File: config.mk
export PLATFORM = sky130hd
export DESIGN_NAME = ps2_mouse_packet_cursor_tracker
export DESIGN_NICKNAME = d
export VERILOG_FILES = /design/src/hdl/ps2mt_pkg.sv /design/src/hdl/ps2mt_axis_clamp.sv /design/src/hdl/ps2_mouse_packet_cursor_tracker.sv
export SDC_FILE = /design/constraint.sdc
export NUM_CORES = 1
export LEC_CHECK = 0
export BUFFER_PORTS_ARGS = -buffer_cell sky130_fd_sc_hd__buf_2
export CAP_MARGIN = 20
export CELL_PAD_IN_SITES_DETAIL_PLACEMENT = 1
export CELL_PAD_IN_SITES_GLOBAL_PLACEMENT = 1
export CORE_MARGIN = 4
export CORE_UTILIZATION = 50
export CTS_CLUSTER_DIAMETER = 120
export DETAILED_ROUTE_END_ITERATION = 16
export PLACE_DENSITY_LB_ADDON = 0.1
export SYNTH_ARGS = -nofsm -noshare
export SYNTH_HDL_FRONTEND = slang
export SYNTH_SLANG_ARGS = --single-unit
export TNS_END_PERCENT = 20
File: constraint.sdc
create_clock -name clk -period 12.4 [get_ports clk]
set_clock_uncertainty 0.05 [all_clocks]
set_input_delay 0 -clock clk [delete_from_list [all_inputs] [get_ports clk]]
set_output_delay 0 -clock clk [all_outputs]
set_load 0.01 [all_outputs]
File: src/hdl/ps2mt_pkg.sv
// shared constants and types for the ps2 mouse packet cursor tracker
`default_nettype none

package ps2mt_pkg;

  // default cursor coordinate width
  localparam int COORD_BITS_DEF = 12;

  localparam int CFG_INDEX_W = 2;
  localparam int CFG_DATA_W  = 13;
  localparam int SIZE_W      = 13;
  localparam int WHEEL_W     = 16;
  localparam int MOVE_W      = 10;

  localparam logic [SIZE_W-1:0] WIDTH_RESET  = 13'd640;
  localparam logic [SIZE_W-1:0] HEIGHT_RESET = 13'd480;

  // status byte bit positions
  localparam int ST_LEFT    = 0;
  localparam int ST_RIGHT   = 1;
  localparam int ST_MIDDLE  = 2;
  localparam int ST_X_SIGN  = 4;
  localparam int ST_Y_SIGN  = 5;

  typedef enum logic [CFG_INDEX_W-1:0] {
    CFG_ENABLE        = 2'd0,
    CFG_WHEEL_MODE    = 2'd1,
    CFG_SCREEN_WIDTH  = 2'd2,
    CFG_SCREEN_HEIGHT = 2'd3
  } cfg_index_t;

  // which packet byte comes next
  typedef enum logic [1:0] {
    BYTE_STATUS = 2'd0,
    BYTE_X      = 2'd1,
    BYTE_Y      = 2'd2,
    BYTE_WHEEL  = 2'd3
  } byte_pos_t;

endpackage

`default_nettype wire

File: src/hdl/ps2mt_axis_clamp.sv
// one cursor axis: add a signed move to the position and clamp to the screen
`default_nettype none

module ps2mt_axis_clamp #(
  parameter int COORD_BITS = ps2mt_pkg::COORD_BITS_DEF
) (
  input  wire logic [COORD_BITS-1:0]              pos,
  input  wire logic signed [ps2mt_pkg::MOVE_W-1:0] move,
  input  wire logic [ps2mt_pkg::SIZE_W-1:0]        size,
  output logic      [COORD_BITS-1:0]              pos_new
);

  localparam int VW    = COORD_BITS + 2;
  localparam int LIM_W = (COORD_BITS + 1 > ps2mt_pkg::SIZE_W) ?
                         COORD_BITS + 1 : ps2mt_pkg::SIZE_W;

  logic signed [VW-1:0] sum;
  logic [LIM_W-1:0]     size_ext;
  logic [LIM_W-1:0]     cap;
  logic [LIM_W-1:0]     lim;
  logic [LIM_W-1:0]     sum_mag;
  logic [LIM_W-1:0]     lim_m1;

  always_comb begin
    sum      = $signed({2'b00, pos}) + VW'(move);
    size_ext = LIM_W'(size);
    cap      = LIM_W'(1) << COORD_BITS;
    lim      = (size_ext > cap) ? cap : size_ext;
    if (lim == '0) begin
      lim = LIM_W'(1);
    end
    lim_m1  = lim - LIM_W'(1);
    sum_mag = LIM_W'(sum[VW-2:0]);
    if (sum[VW-1]) begin
      pos_new = '0;
    end else if (sum_mag >= lim) begin
      pos_new = lim_m1[COORD_BITS-1:0];
    end else begin
      pos_new = sum_mag[COORD_BITS-1:0];
    end
  end

endmodule

`default_nettype wire

File: src/hdl/ps2_mouse_packet_cursor_tracker.sv
// top level: ps2 mouse byte stream to cursor position, buttons and wheel total
`default_nettype none

// channel   dir  handshake               payload
// in_       in   in_tvalid/in_tready     tdata: data_byte; tuser: aux_flag
// out_      out  out_tvalid/out_tready   tdata: cursor_x, cursor_y, wheel_total
//                                        tuser: left, right, middle button
// cfg_      in   cfg_valid/cfg_ready     cfg_index, cfg_data
//
// one byte per cycle unless a stalled result holds it back; a byte waits in the input
// register and its packet result is written to the output register as the byte leaves it
// a stalled result holds the pipeline only when the next byte is ready to be
// processed; rst_n (sync, active low) clears control, positions and wheel total
// configuration is always ready and takes effect on the next edge

module ps2_mouse_packet_cursor_tracker #(
  parameter int COORD_BITS = ps2mt_pkg::COORD_BITS_DEF
) (
  input  wire logic clk,
  input  wire logic rst_n,

  input  wire logic       in_tvalid,
  output logic            in_tready,
  input  wire logic [7:0] in_tdata,   // [7:0] data_byte
  input  wire logic       in_tuser,   // [0] aux_flag

  output logic out_tvalid,
  input  wire logic out_tready,
  // [COORD_BITS-1:0] cursor_x, then cursor_y, then 16-bit wheel_total, zero pad
  output logic [((2*COORD_BITS+ps2mt_pkg::WHEEL_W+7)/8)*8-1:0] out_tdata,
  output logic [2:0] out_tuser,       // [0] left, [1] right, [2] middle button

  input  wire logic                                cfg_valid,
  output logic                                     cfg_ready,
  input  wire logic [ps2mt_pkg::CFG_INDEX_W-1:0]   cfg_index,
  input  wire logic [ps2mt_pkg::CFG_DATA_W-1:0]    cfg_data
);

  localparam int WW    = ps2mt_pkg::WHEEL_W;
  localparam int MW    = ps2mt_pkg::MOVE_W;

  // configuration registers
  logic                          enable_r;
  logic                          wheel_mode_r;
  logic [ps2mt_pkg::SIZE_W-1:0]  width_r;
  logic [ps2mt_pkg::SIZE_W-1:0]  height_r;

  // input register
  logic       in_valid_r;
  logic [7:0] in_byte_r;
  logic       in_aux_r;

  // packet assembly and tracking state
  ps2mt_pkg::byte_pos_t pos_r, pos_nxt;
  logic [7:0]           status_r;
  logic [7:0]           x_byte_r;
  logic [7:0]           y_byte_r;
  logic [COORD_BITS-1:0] pos_x_r;
  logic [COORD_BITS-1:0] pos_y_r;
  logic [WW-1:0]         wheel_r;

  // output register
  logic                  out_valid_r;
  logic [COORD_BITS-1:0] out_x_r;
  logic [COORD_BITS-1:0] out_y_r;
  logic [WW-1:0]         out_wheel_r;
  logic [2:0]            out_btn_r;

  logic advance;
  logic take;
  logic finish;
  logic add_wheel;
  logic [7:0]            dy_byte;
  logic signed [MW-1:0]  move_x;
  logic signed [MW-1:0]  move_y;
  logic [COORD_BITS-1:0] pos_x_nxt;
  logic [COORD_BITS-1:0] pos_y_nxt;
  logic [WW-1:0]         wheel_nxt;

  assign cfg_ready = 1'b1;

  always_ff @(posedge clk) begin
    if (!rst_n) begin
      enable_r     <= 1'b0;
      wheel_mode_r <= 1'b0;
      width_r      <= ps2mt_pkg::WIDTH_RESET;
      height_r     <= ps2mt_pkg::HEIGHT_RESET;
    end else if (cfg_valid) begin
      case (ps2mt_pkg::cfg_index_t'(cfg_index))
        ps2mt_pkg::CFG_ENABLE:        enable_r     <= cfg_data[0];
        ps2mt_pkg::CFG_WHEEL_MODE:    wheel_mode_r <= cfg_data[0];
        ps2mt_pkg::CFG_SCREEN_WIDTH:  width_r      <= cfg_data;
        ps2mt_pkg::CFG_SCREEN_HEIGHT: height_r     <= cfg_data;
        default: ;
      endcase
    end
  end

  // the held byte moves on when the output slot is free or being emptied
  assign advance   = in_valid_r && (!out_valid_r || out_tready);
  assign in_tready = !in_valid_r || !out_valid_r || out_tready;
  // dropped bytes still advance but touch nothing
  assign take      = advance && enable_r && in_aux_r;

  always_ff @(posedge clk) begin
    if (!rst_n) begin
      in_valid_r <= 1'b0;
    end else if (in_tready) begin
      in_valid_r <= in_tvalid;
    end
  end

  always_ff @(posedge clk) begin
    if (in_tready) begin
      in_byte_r <= in_tdata;
      in_aux_r  <= in_tuser;
    end
  end

  // next byte position
  always_comb begin
    pos_nxt = pos_r;
    if (take) begin
      case (pos_r)
        ps2mt_pkg::BYTE_STATUS: pos_nxt = ps2mt_pkg::BYTE_X;
        ps2mt_pkg::BYTE_X:      pos_nxt = ps2mt_pkg::BYTE_Y;
        ps2mt_pkg::BYTE_Y:      pos_nxt = wheel_mode_r ? ps2mt_pkg::BYTE_WHEEL :
                                                         ps2mt_pkg::BYTE_STATUS;
        ps2mt_pkg::BYTE_WHEEL:  pos_nxt = ps2mt_pkg::BYTE_STATUS;
        default:                pos_nxt = ps2mt_pkg::BYTE_STATUS;
      endcase
    end
  end

  // packet completion and wheel add, mode sampled as the byte is processed
  always_comb begin
    finish    = 1'b0;
    add_wheel = 1'b0;
    case (pos_r)
      ps2mt_pkg::BYTE_Y:     finish = take && !wheel_mode_r;
      ps2mt_pkg::BYTE_WHEEL: begin
        finish    = take;
        add_wheel = wheel_mode_r;
      end
      default: ;
    endcase
  end

  always_ff @(posedge clk) begin
    if (!rst_n) begin
      pos_r <= ps2mt_pkg::BYTE_STATUS;
    end else begin
      pos_r <= pos_nxt;
    end
  end

  // packet bytes, no reset: status and x are always written before use
  always_ff @(posedge clk) begin
    if (take && pos_r == ps2mt_pkg::BYTE_STATUS) status_r <= in_byte_r;
    if (take && pos_r == ps2mt_pkg::BYTE_X)      x_byte_r <= in_byte_r;
    if (take && pos_r == ps2mt_pkg::BYTE_Y)      y_byte_r <= in_byte_r;
  end

  // y movement byte is the live one on a three-byte finish, stored otherwise
  assign dy_byte = (pos_r == ps2mt_pkg::BYTE_Y) ? in_byte_r : y_byte_r;

  // 9-bit movements, sign from the status byte; y is negated (down positive)
  assign move_x = $signed({status_r[ps2mt_pkg::ST_X_SIGN], status_r[ps2mt_pkg::ST_X_SIGN],
                           x_byte_r});
  assign move_y = -$signed({status_r[ps2mt_pkg::ST_Y_SIGN],
                            status_r[ps2mt_pkg::ST_Y_SIGN], dy_byte});

  ps2mt_axis_clamp #(
    .COORD_BITS(COORD_BITS)
  ) u_clamp_x (
    .pos     (pos_x_r),
    .move    (move_x),
    .size    (width_r),
    .pos_new (pos_x_nxt)
  );

  ps2mt_axis_clamp #(
    .COORD_BITS(COORD_BITS)
  ) u_clamp_y (
    .pos     (pos_y_r),
    .move    (move_y),
    .size    (height_r),
    .pos_new (pos_y_nxt)
  );

  // wrapping wheel total, byte sign extended
  assign wheel_nxt = add_wheel ? wheel_r + {{(WW-8){in_byte_r[7]}}, in_byte_r} : wheel_r;

  always_ff @(posedge clk) begin
    if (!rst_n) begin
      pos_x_r <= '0;
      pos_y_r <= '0;
      wheel_r <= '0;
    end else if (finish) begin
      pos_x_r <= pos_x_nxt;
      pos_y_r <= pos_y_nxt;
      wheel_r <= wheel_nxt;
    end
  end

  // result register
  always_ff @(posedge clk) begin
    if (!rst_n) begin
      out_valid_r <= 1'b0;
    end else if (finish) begin
      out_valid_r <= 1'b1;
    end else if (out_tready) begin
      out_valid_r <= 1'b0;
    end
  end

  always_ff @(posedge clk) begin
    if (finish) begin
      out_x_r     <= pos_x_nxt;
      out_y_r     <= pos_y_nxt;
      out_wheel_r <= wheel_nxt;
      out_btn_r   <= {status_r[ps2mt_pkg::ST_MIDDLE], status_r[ps2mt_pkg::ST_RIGHT],
                      status_r[ps2mt_pkg::ST_LEFT]};
    end
  end

  assign out_tvalid = out_valid_r;
  assign out_tuser  = out_btn_r;

  always_comb begin
    out_tdata = '0;
    out_tdata[COORD_BITS-1:0]                 = out_x_r;
    out_tdata[2*COORD_BITS-1:COORD_BITS]      = out_y_r;
    out_tdata[2*COORD_BITS+WW-1:2*COORD_BITS] = out_wheel_r;
  end

endmodule

`default_nettype wire

=== After elaboration in Yosys (flattened, before gate mapping) ===
Cells that the tools add are included.

* Logic and storage cells: 73
* Output and inout port bits: 46
* Input bits: 29
* Register bits after elaboration: 146

* Mux-type cells: 16
* Equality and inequality tests: 6
* Reduce and logical (&&, ||, !) cells: 22
* $lt $le $gt $ge: 4
* Add/sub/neg operators: 6

{| class="wikitable"
|+ Operator list
! kind !! count
|-
| $mux W13 || 4
|-
| $mux W12 || 4
|-
| $ge A13 B13 Y1 || 2
|-
| $gt A13 B13 Y1 const B || 2
|-
| $logic_not A13 Y1 || 2
|-
| $sub A12 B1 Y12 const B || 2
|-
| $add A16 B16 Y16 || 1
|-
| $mux W16 || 1
|-
| $add A13 B10 Y14 || 1
|-
| $add A13 B9 Y14 || 1
|-
| $neg A9 Y10 || 1
|-
| $eq A2 B2 Y1 const B || 4
|-
| $mux W8 || 1
|-
| $pmux W2 S4 || 1
|-
| $reduce_and A2 Y1 || 4
|-
| $logic_and A1 B1 Y1 || 7
|-
| $eq A2 B1 Y1 const B || 2
|-
| $logic_not A2 Y1 || 2
|-
| $logic_not A1 Y1 || 3
|-
| $logic_or A1 B1 Y1 || 3
|-
| $mux W1 || 3
|-
| $mux W2 || 1
|-
| $pmux W1 S2 || 1
|-
| $reduce_bool A2 Y1 || 1
|}

=== Longest topological paths before layout ===
* Depth after elaboration: 8
* Mapped depth: 20

=== Modules after synthesis ===
A second synthesis with hierarchy kept.

* Cells, all modules: 953
* Area total of the unflattened synthesis: 8821.0 µm²

{| class="wikitable"
|+ Modules (own cells, without submodules)
! module !! cells each !! area each (µm²) !! times used
|-
| ps2_mouse_packet_cursor_tracker || 561 || 5968.2 || 1
|-
| ps2mt_axis_clamp || 196 || 1426.4 || 2
|}

=== Least setup slack after synthesis ===
No wires, ideal clock.

* Path kind: flip-flop to flip-flop
* Start point: reg pos_r[0]
* End point: reg pos_y_r[0]
* Arrival: 4.531 ns
* Setup slack: 7.730 ns
* Path buffers: 3
* Required time: 12.261 ns
* Stages on the path, launching flop included: 20
* Cell sequence: dfxtp_1 clkbuf_1 nand2b_1 clkbuf_1 o21ai_0 fa_1 nand2b_1 a21oi_1 nor3_1 o31ai_1 a21oi_1 o21ba_2 xnor2_1 ha_1 o2111ai_1 a211o_1 o211ai_1 buf_2 mux2_2 o31ai_1

* Word-level cells in the longest chain between the ends: 7

{| class="wikitable"
|+ RTL lines
! what !! line !! text
|-
| from (decl) || ps2_mouse_packet_cursor_tracker.sv:54 || <nowiki>ps2mt_pkg::byte_pos_t pos_r, pos_nxt;</nowiki>
|-
| from (signal assigned) || ps2_mouse_packet_cursor_tracker.sv:151 || <nowiki>pos_r <= ps2mt_pkg::BYTE_STATUS;</nowiki>
|-
| from (signal assigned) || ps2_mouse_packet_cursor_tracker.sv:153 || <nowiki>pos_r <= pos_nxt;</nowiki>
|-
| $eq A2 B2 Y1 || ps2_mouse_packet_cursor_tracker.sv:139, ps2_mouse_packet_cursor_tracker.sv:165 ||
|-
| $mux W8 || ps2_mouse_packet_cursor_tracker.sv:165 || <nowiki>assign dy_byte = (pos_r == ps2mt_pkg::BYTE_Y) ? in_byte_r : y_byte_r;</nowiki>
|-
| $neg A9 Y10 || ps2_mouse_packet_cursor_tracker.sv:170 || <nowiki>assign move_y = -$signed({status_r[ps2mt_pkg::ST_Y_SIGN],</nowiki>
|-
| $add A13 B10 Y14 || ps2mt_axis_clamp.sv:25 || <nowiki>sum = $signed({2'b00, pos}) + VW'(move);</nowiki>
|-
| $ge A13 B13 Y1 || ps2mt_axis_clamp.sv:36 || <nowiki>end else if (sum_mag >= lim) begin</nowiki>
|-
| $mux W12 || ps2mt_axis_clamp.sv:36 ||
|-
| $mux W12 || ps2mt_axis_clamp.sv:34 || <nowiki>if (sum[VW-1]) begin</nowiki>
|-
| to (signal assigned) || ps2_mouse_packet_cursor_tracker.sv:201 || <nowiki>pos_y_r <= pos_y_nxt;</nowiki>
|-
| to (decl) || ps2_mouse_packet_cursor_tracker.sv:59 || <nowiki>logic [COORD_BITS-1:0] pos_y_r;</nowiki>
|}

Several ways; a longest one is shown, not always the timed one.
A chain may end at the register's enable or synchronous reset.

=== Final worst setup path ===
* Start point: reg pos_r[0]
* End point: reg pos_y_r[2]

Same word-level chain as after synthesis.

==> implementation parameters <==
Parameter                              Value

Floorplan
  Area of the core    roughly 17000 um^2
  Top-Level Pins    75
  Height of the die    138 um
  Rows    47
  Die Footprint    19000 um^2
  Die W    138 um
  Starting density of the core    50.9%

Yosys
  Sequential cell area fraction in the yosys report    43.0%
  Fraction of synthesis flops using an asynchronous set or reset pin    0%
  Flops & latches, synth    145
  Top FF cell, synth    sky130_fd_sc_hd__edfxtp_1
  Yosys warning total    0
  Number of different library cells in the post-synthesis netlist    between 60 and 70
  Average cell area after synthesis    9.26 um^2
  Post-synth net total    between 1000 and 1500
  Number of synthesized flops with an enable pin    73
  Area of the mapped netlist    8440 um^2
  Synth Instances    912

Detailed routing
  Detailed Routing Iterations Pass 1    5
  Total length of routed wires    24.4 mm
  Total number of vias    7241
  Via-per-instance ratio    5.84
  Remaining antenna violation count    0
  Final routed wire length divided by cell count    19.7 um
  Number of violations reported at the end of detailed-routing iteration 0    428
  DRC violations left    0

CTS
  Clock root buffer master    sky130_fd_sc_hd__clkbuf_16
  Max Root-Sink Buffers    2
  Deepest level of the CTS H-tree    4
  Clock buffer count from CTS    17
  Clock tree from TritonCTS    done
  Clock input transition at the sequential cells of the worst setup and hold paths    0.07 ns
  Insertion delay of the later-clocked pin in the worst-skew pair    0.43 ns
  Total of cells resized after clock tree synthesis    0
  Number of sinks handled by clock tree synthesis    145

Power and ir drop
  Power density over cell area    114 nW/um^2
  VDD IR-drop max    0.0895 mV
  Leakage power    just over 0.004 uW

STA
  Actual transition at the worst max-transition pin    1.03 ns
  Final worst hold slack    0.0571 ns
  Final Slew Violations    0
  Final min period    5.30 ns
  Setup repair after global routing missed its margin    no
  Share of the clock period used by the worst path    42.7%
  Number of setup violations in the final report    0
  Final Hold Violating Endpoints    0
  Relative slew slack    31.1%
  Maximum clock rate    189 MHz
  Sum of negative setup slack    0 ns

Cells and area
  Sequential Area    approximately 3600 um^2
  Number of nets in the finished design    1106
  Share of final-layout standard cells stronger than drive strength 1    13.3%
  Number of antenna repair diodes    0
  Multi-input logic area    4520 um^2
  Synthesis-to-finish area growth    17.4%
  Final design instance area without fill    9910 um^2
  Fill count    1912

Placed design
  Post-detailed-placement half-perimeter wirelength    18.2 mm
  Number of input and output port buffers inserted    73
  Post-DP Area    roughly 9000 um^2
  Gp weighted congestion    0.864

Worst hold path
  Path category of the worst min-delay check    in2reg

Critical path
  Crit-path cells    nand2b_1, mux2_2, ha_1, fa_1, nand2b_1, a21oi_1, nor3_1, o31ai_1, a21oi_1, o21ba_2, xnor2_1, ha_1, o2111ai_1, a211o_1, o211ai_1, buf_4, mux2_2, o31ai_1
  Arrival time at the worst endpoint    ~5.6 ns
  Cell at the slowest stage of the critical path    sky130_fd_sc_hd__dfxtp_1
  Category of the most critical setup path    reg2reg
  Startpoint class of the critical path    register
  Category of the worst setup path capture point    register
  Largest stage delay on the critical path    0.46 ns
  CP Max Fanout    13
  Required time at the endpoint of the critical path    12.68 ns

Global route
  Total grt overflow    0
  Largest net degree at the start of global routing    52
  Number of global-route vias before repair    roughly 7700
  GRT Overall Usage    26.8%
  First-pass GRT wire length    39.5 mm
  Number of antenna violations at the first check in global routing    0

Flow run
  Number of max-capacitance violations reported    0

Status
  Result of the run    completed
cells in the mapped netlist (all sizes together) (6+ instances only):
cell	number	area, um^2
a211oi	7	52.6
a21boi	25	188
a21o	13	97.6
a21oi	40	200
and2	8	50.1
buf	8	48.8
clkbuf	27	103
dfxtp	72	1440
edfxtp	73	2190
ha	67	838
inv	34	128
mux2	6	71.3
mux2i	20	200
nand2	148	556
nand2b	9	56.3
nand3	23	115
nand4	6	37.5
nor2	61	229
nor2b	17	106
nor3	20	100
nor4	8	56.3
o211ai	7	52.6
o21a	13	97.6
o21ai	75	379
o31ai	14	105
or2	7	43.8
xnor2	23	201
xor2	17	149
metal layers:
layer | wire length (um) | GRT usage, %
met5 | 0 | 0
met4 | 568 | 9.22
met3 | 1040 | 5.33
met2 | 12200 | 46.4
met1 | 10600 | 33.5
worst max-delay path, delay by kind of cell, from the launching register on:
family | cells | cell delay, ns
adders and majority gates | 3 | 0.92
DFF | 1 | 0.46
and+or+nand+nor | 3 | 0.77
xor gates and xnor gates | 1 | 0.13
buffers and inverters | 1 | 0.28
muxes | 2 | 0.79
AOI/OAI and AO/OA | 8 | 1.80
power breakdown:
group	switching (uW)	internal [uW]	total, uW	leakage [uW]
registers	8.78	506	515	0.00128
logic	43.4	32.9	76.2	0.00248
clock network	233	308	541	0.000305
total	286	847	1130	0.00406
area by class of cell:
class / count / area share (%)
timing repair buffer: 111 / 7.25
tap: 220 / 2.78
multi-input combinational: 695 / 45.6
inverter: 37 / 1.41
clock buffer: 17 / 4.29
clock inverter: 15 / 1.96
sequential: 145 / 36.7
flip-flops by register name (all words and copies together), names as in the netlist, 8 cells and up:
signal and count:
pos_y_r 12, out_y_r 12, height_r 13, in_byte_r 8, wheel_r 16, out_wheel_r 16, y_byte_r 8, pos_x_r 12
out_x_r 12, width_r 13, x_byte_r 8
metrics by stage:
stage | util, % | cells | power (uW) | setup slack, ns
4_1_cts | 59.7 | 1238 | 1140 | 7.13
2_1_floorplan | - | 912 | 569 | 7.73
5_1_grt | 59.8 | 1240 | 1170 | 6.79
6_report | 59.8 | 1240 | 1130 | 7.10
3_5_place_dp | 54.3 | 1178 | 593 | 7.20
3_3_place_gp | 54.3 | 1178 | 589 | 7.43
path summary, 6_finish.rpt:
check | start | to | slack, ns | cells after the start
max reg2reg | pos_r[0] | pos_y_r[2] | 7.10 | 18
max | pos_r[0] | pos_y_r[2] | 7.10 | 18
min reg2reg | status_r[2] | out_tuser[2] | 0.37 | 0
min | rst_n | height_r[7] | 0.06 | 3
logic make-up (layout without fill, tap and decap cells):
| logic type | count (synthesis) | in the layout | share of synthesized area [%] |
|---|---|---|---|
| simple gates | 327 | 327 | 17.8 |
| compound gates | 230 | 230 | 17.6 |
| flops | 145 | 145 | 43.0 |
| buf+inv | 72 | 180 | 3.45 |
| fa+ha+maj | 71 | 71 | 10.8 |
| xor+xnor | 40 | 40 | 4.15 |
| mux | 26 | 26 | 3.22 |
| other cells | 1 | 1 | 0.0444 |
timing repair:
action                    in CTS  in global routing
setup buffers                  0                  0
hold buffers                  28                  0
hold endpoints to repair      39                  0
placed cells by master (no fill, tap or decap), drive strengths merged, types with 28 or more instances in the layout:
cell | synthesis | routed
nand2 | 148 | 148
nor2 | 61 | 61
dlygate4sd3 | 0 | 28
ha | 67 | 67
o21ai | 75 | 75
edfxtp | 73 | 73
a21oi | 40 | 40
buf | 8 | 83
dfxtp | 72 | 72
inv | 34 | 41
No activity file was read; power rests on OpenSTA's default activity.
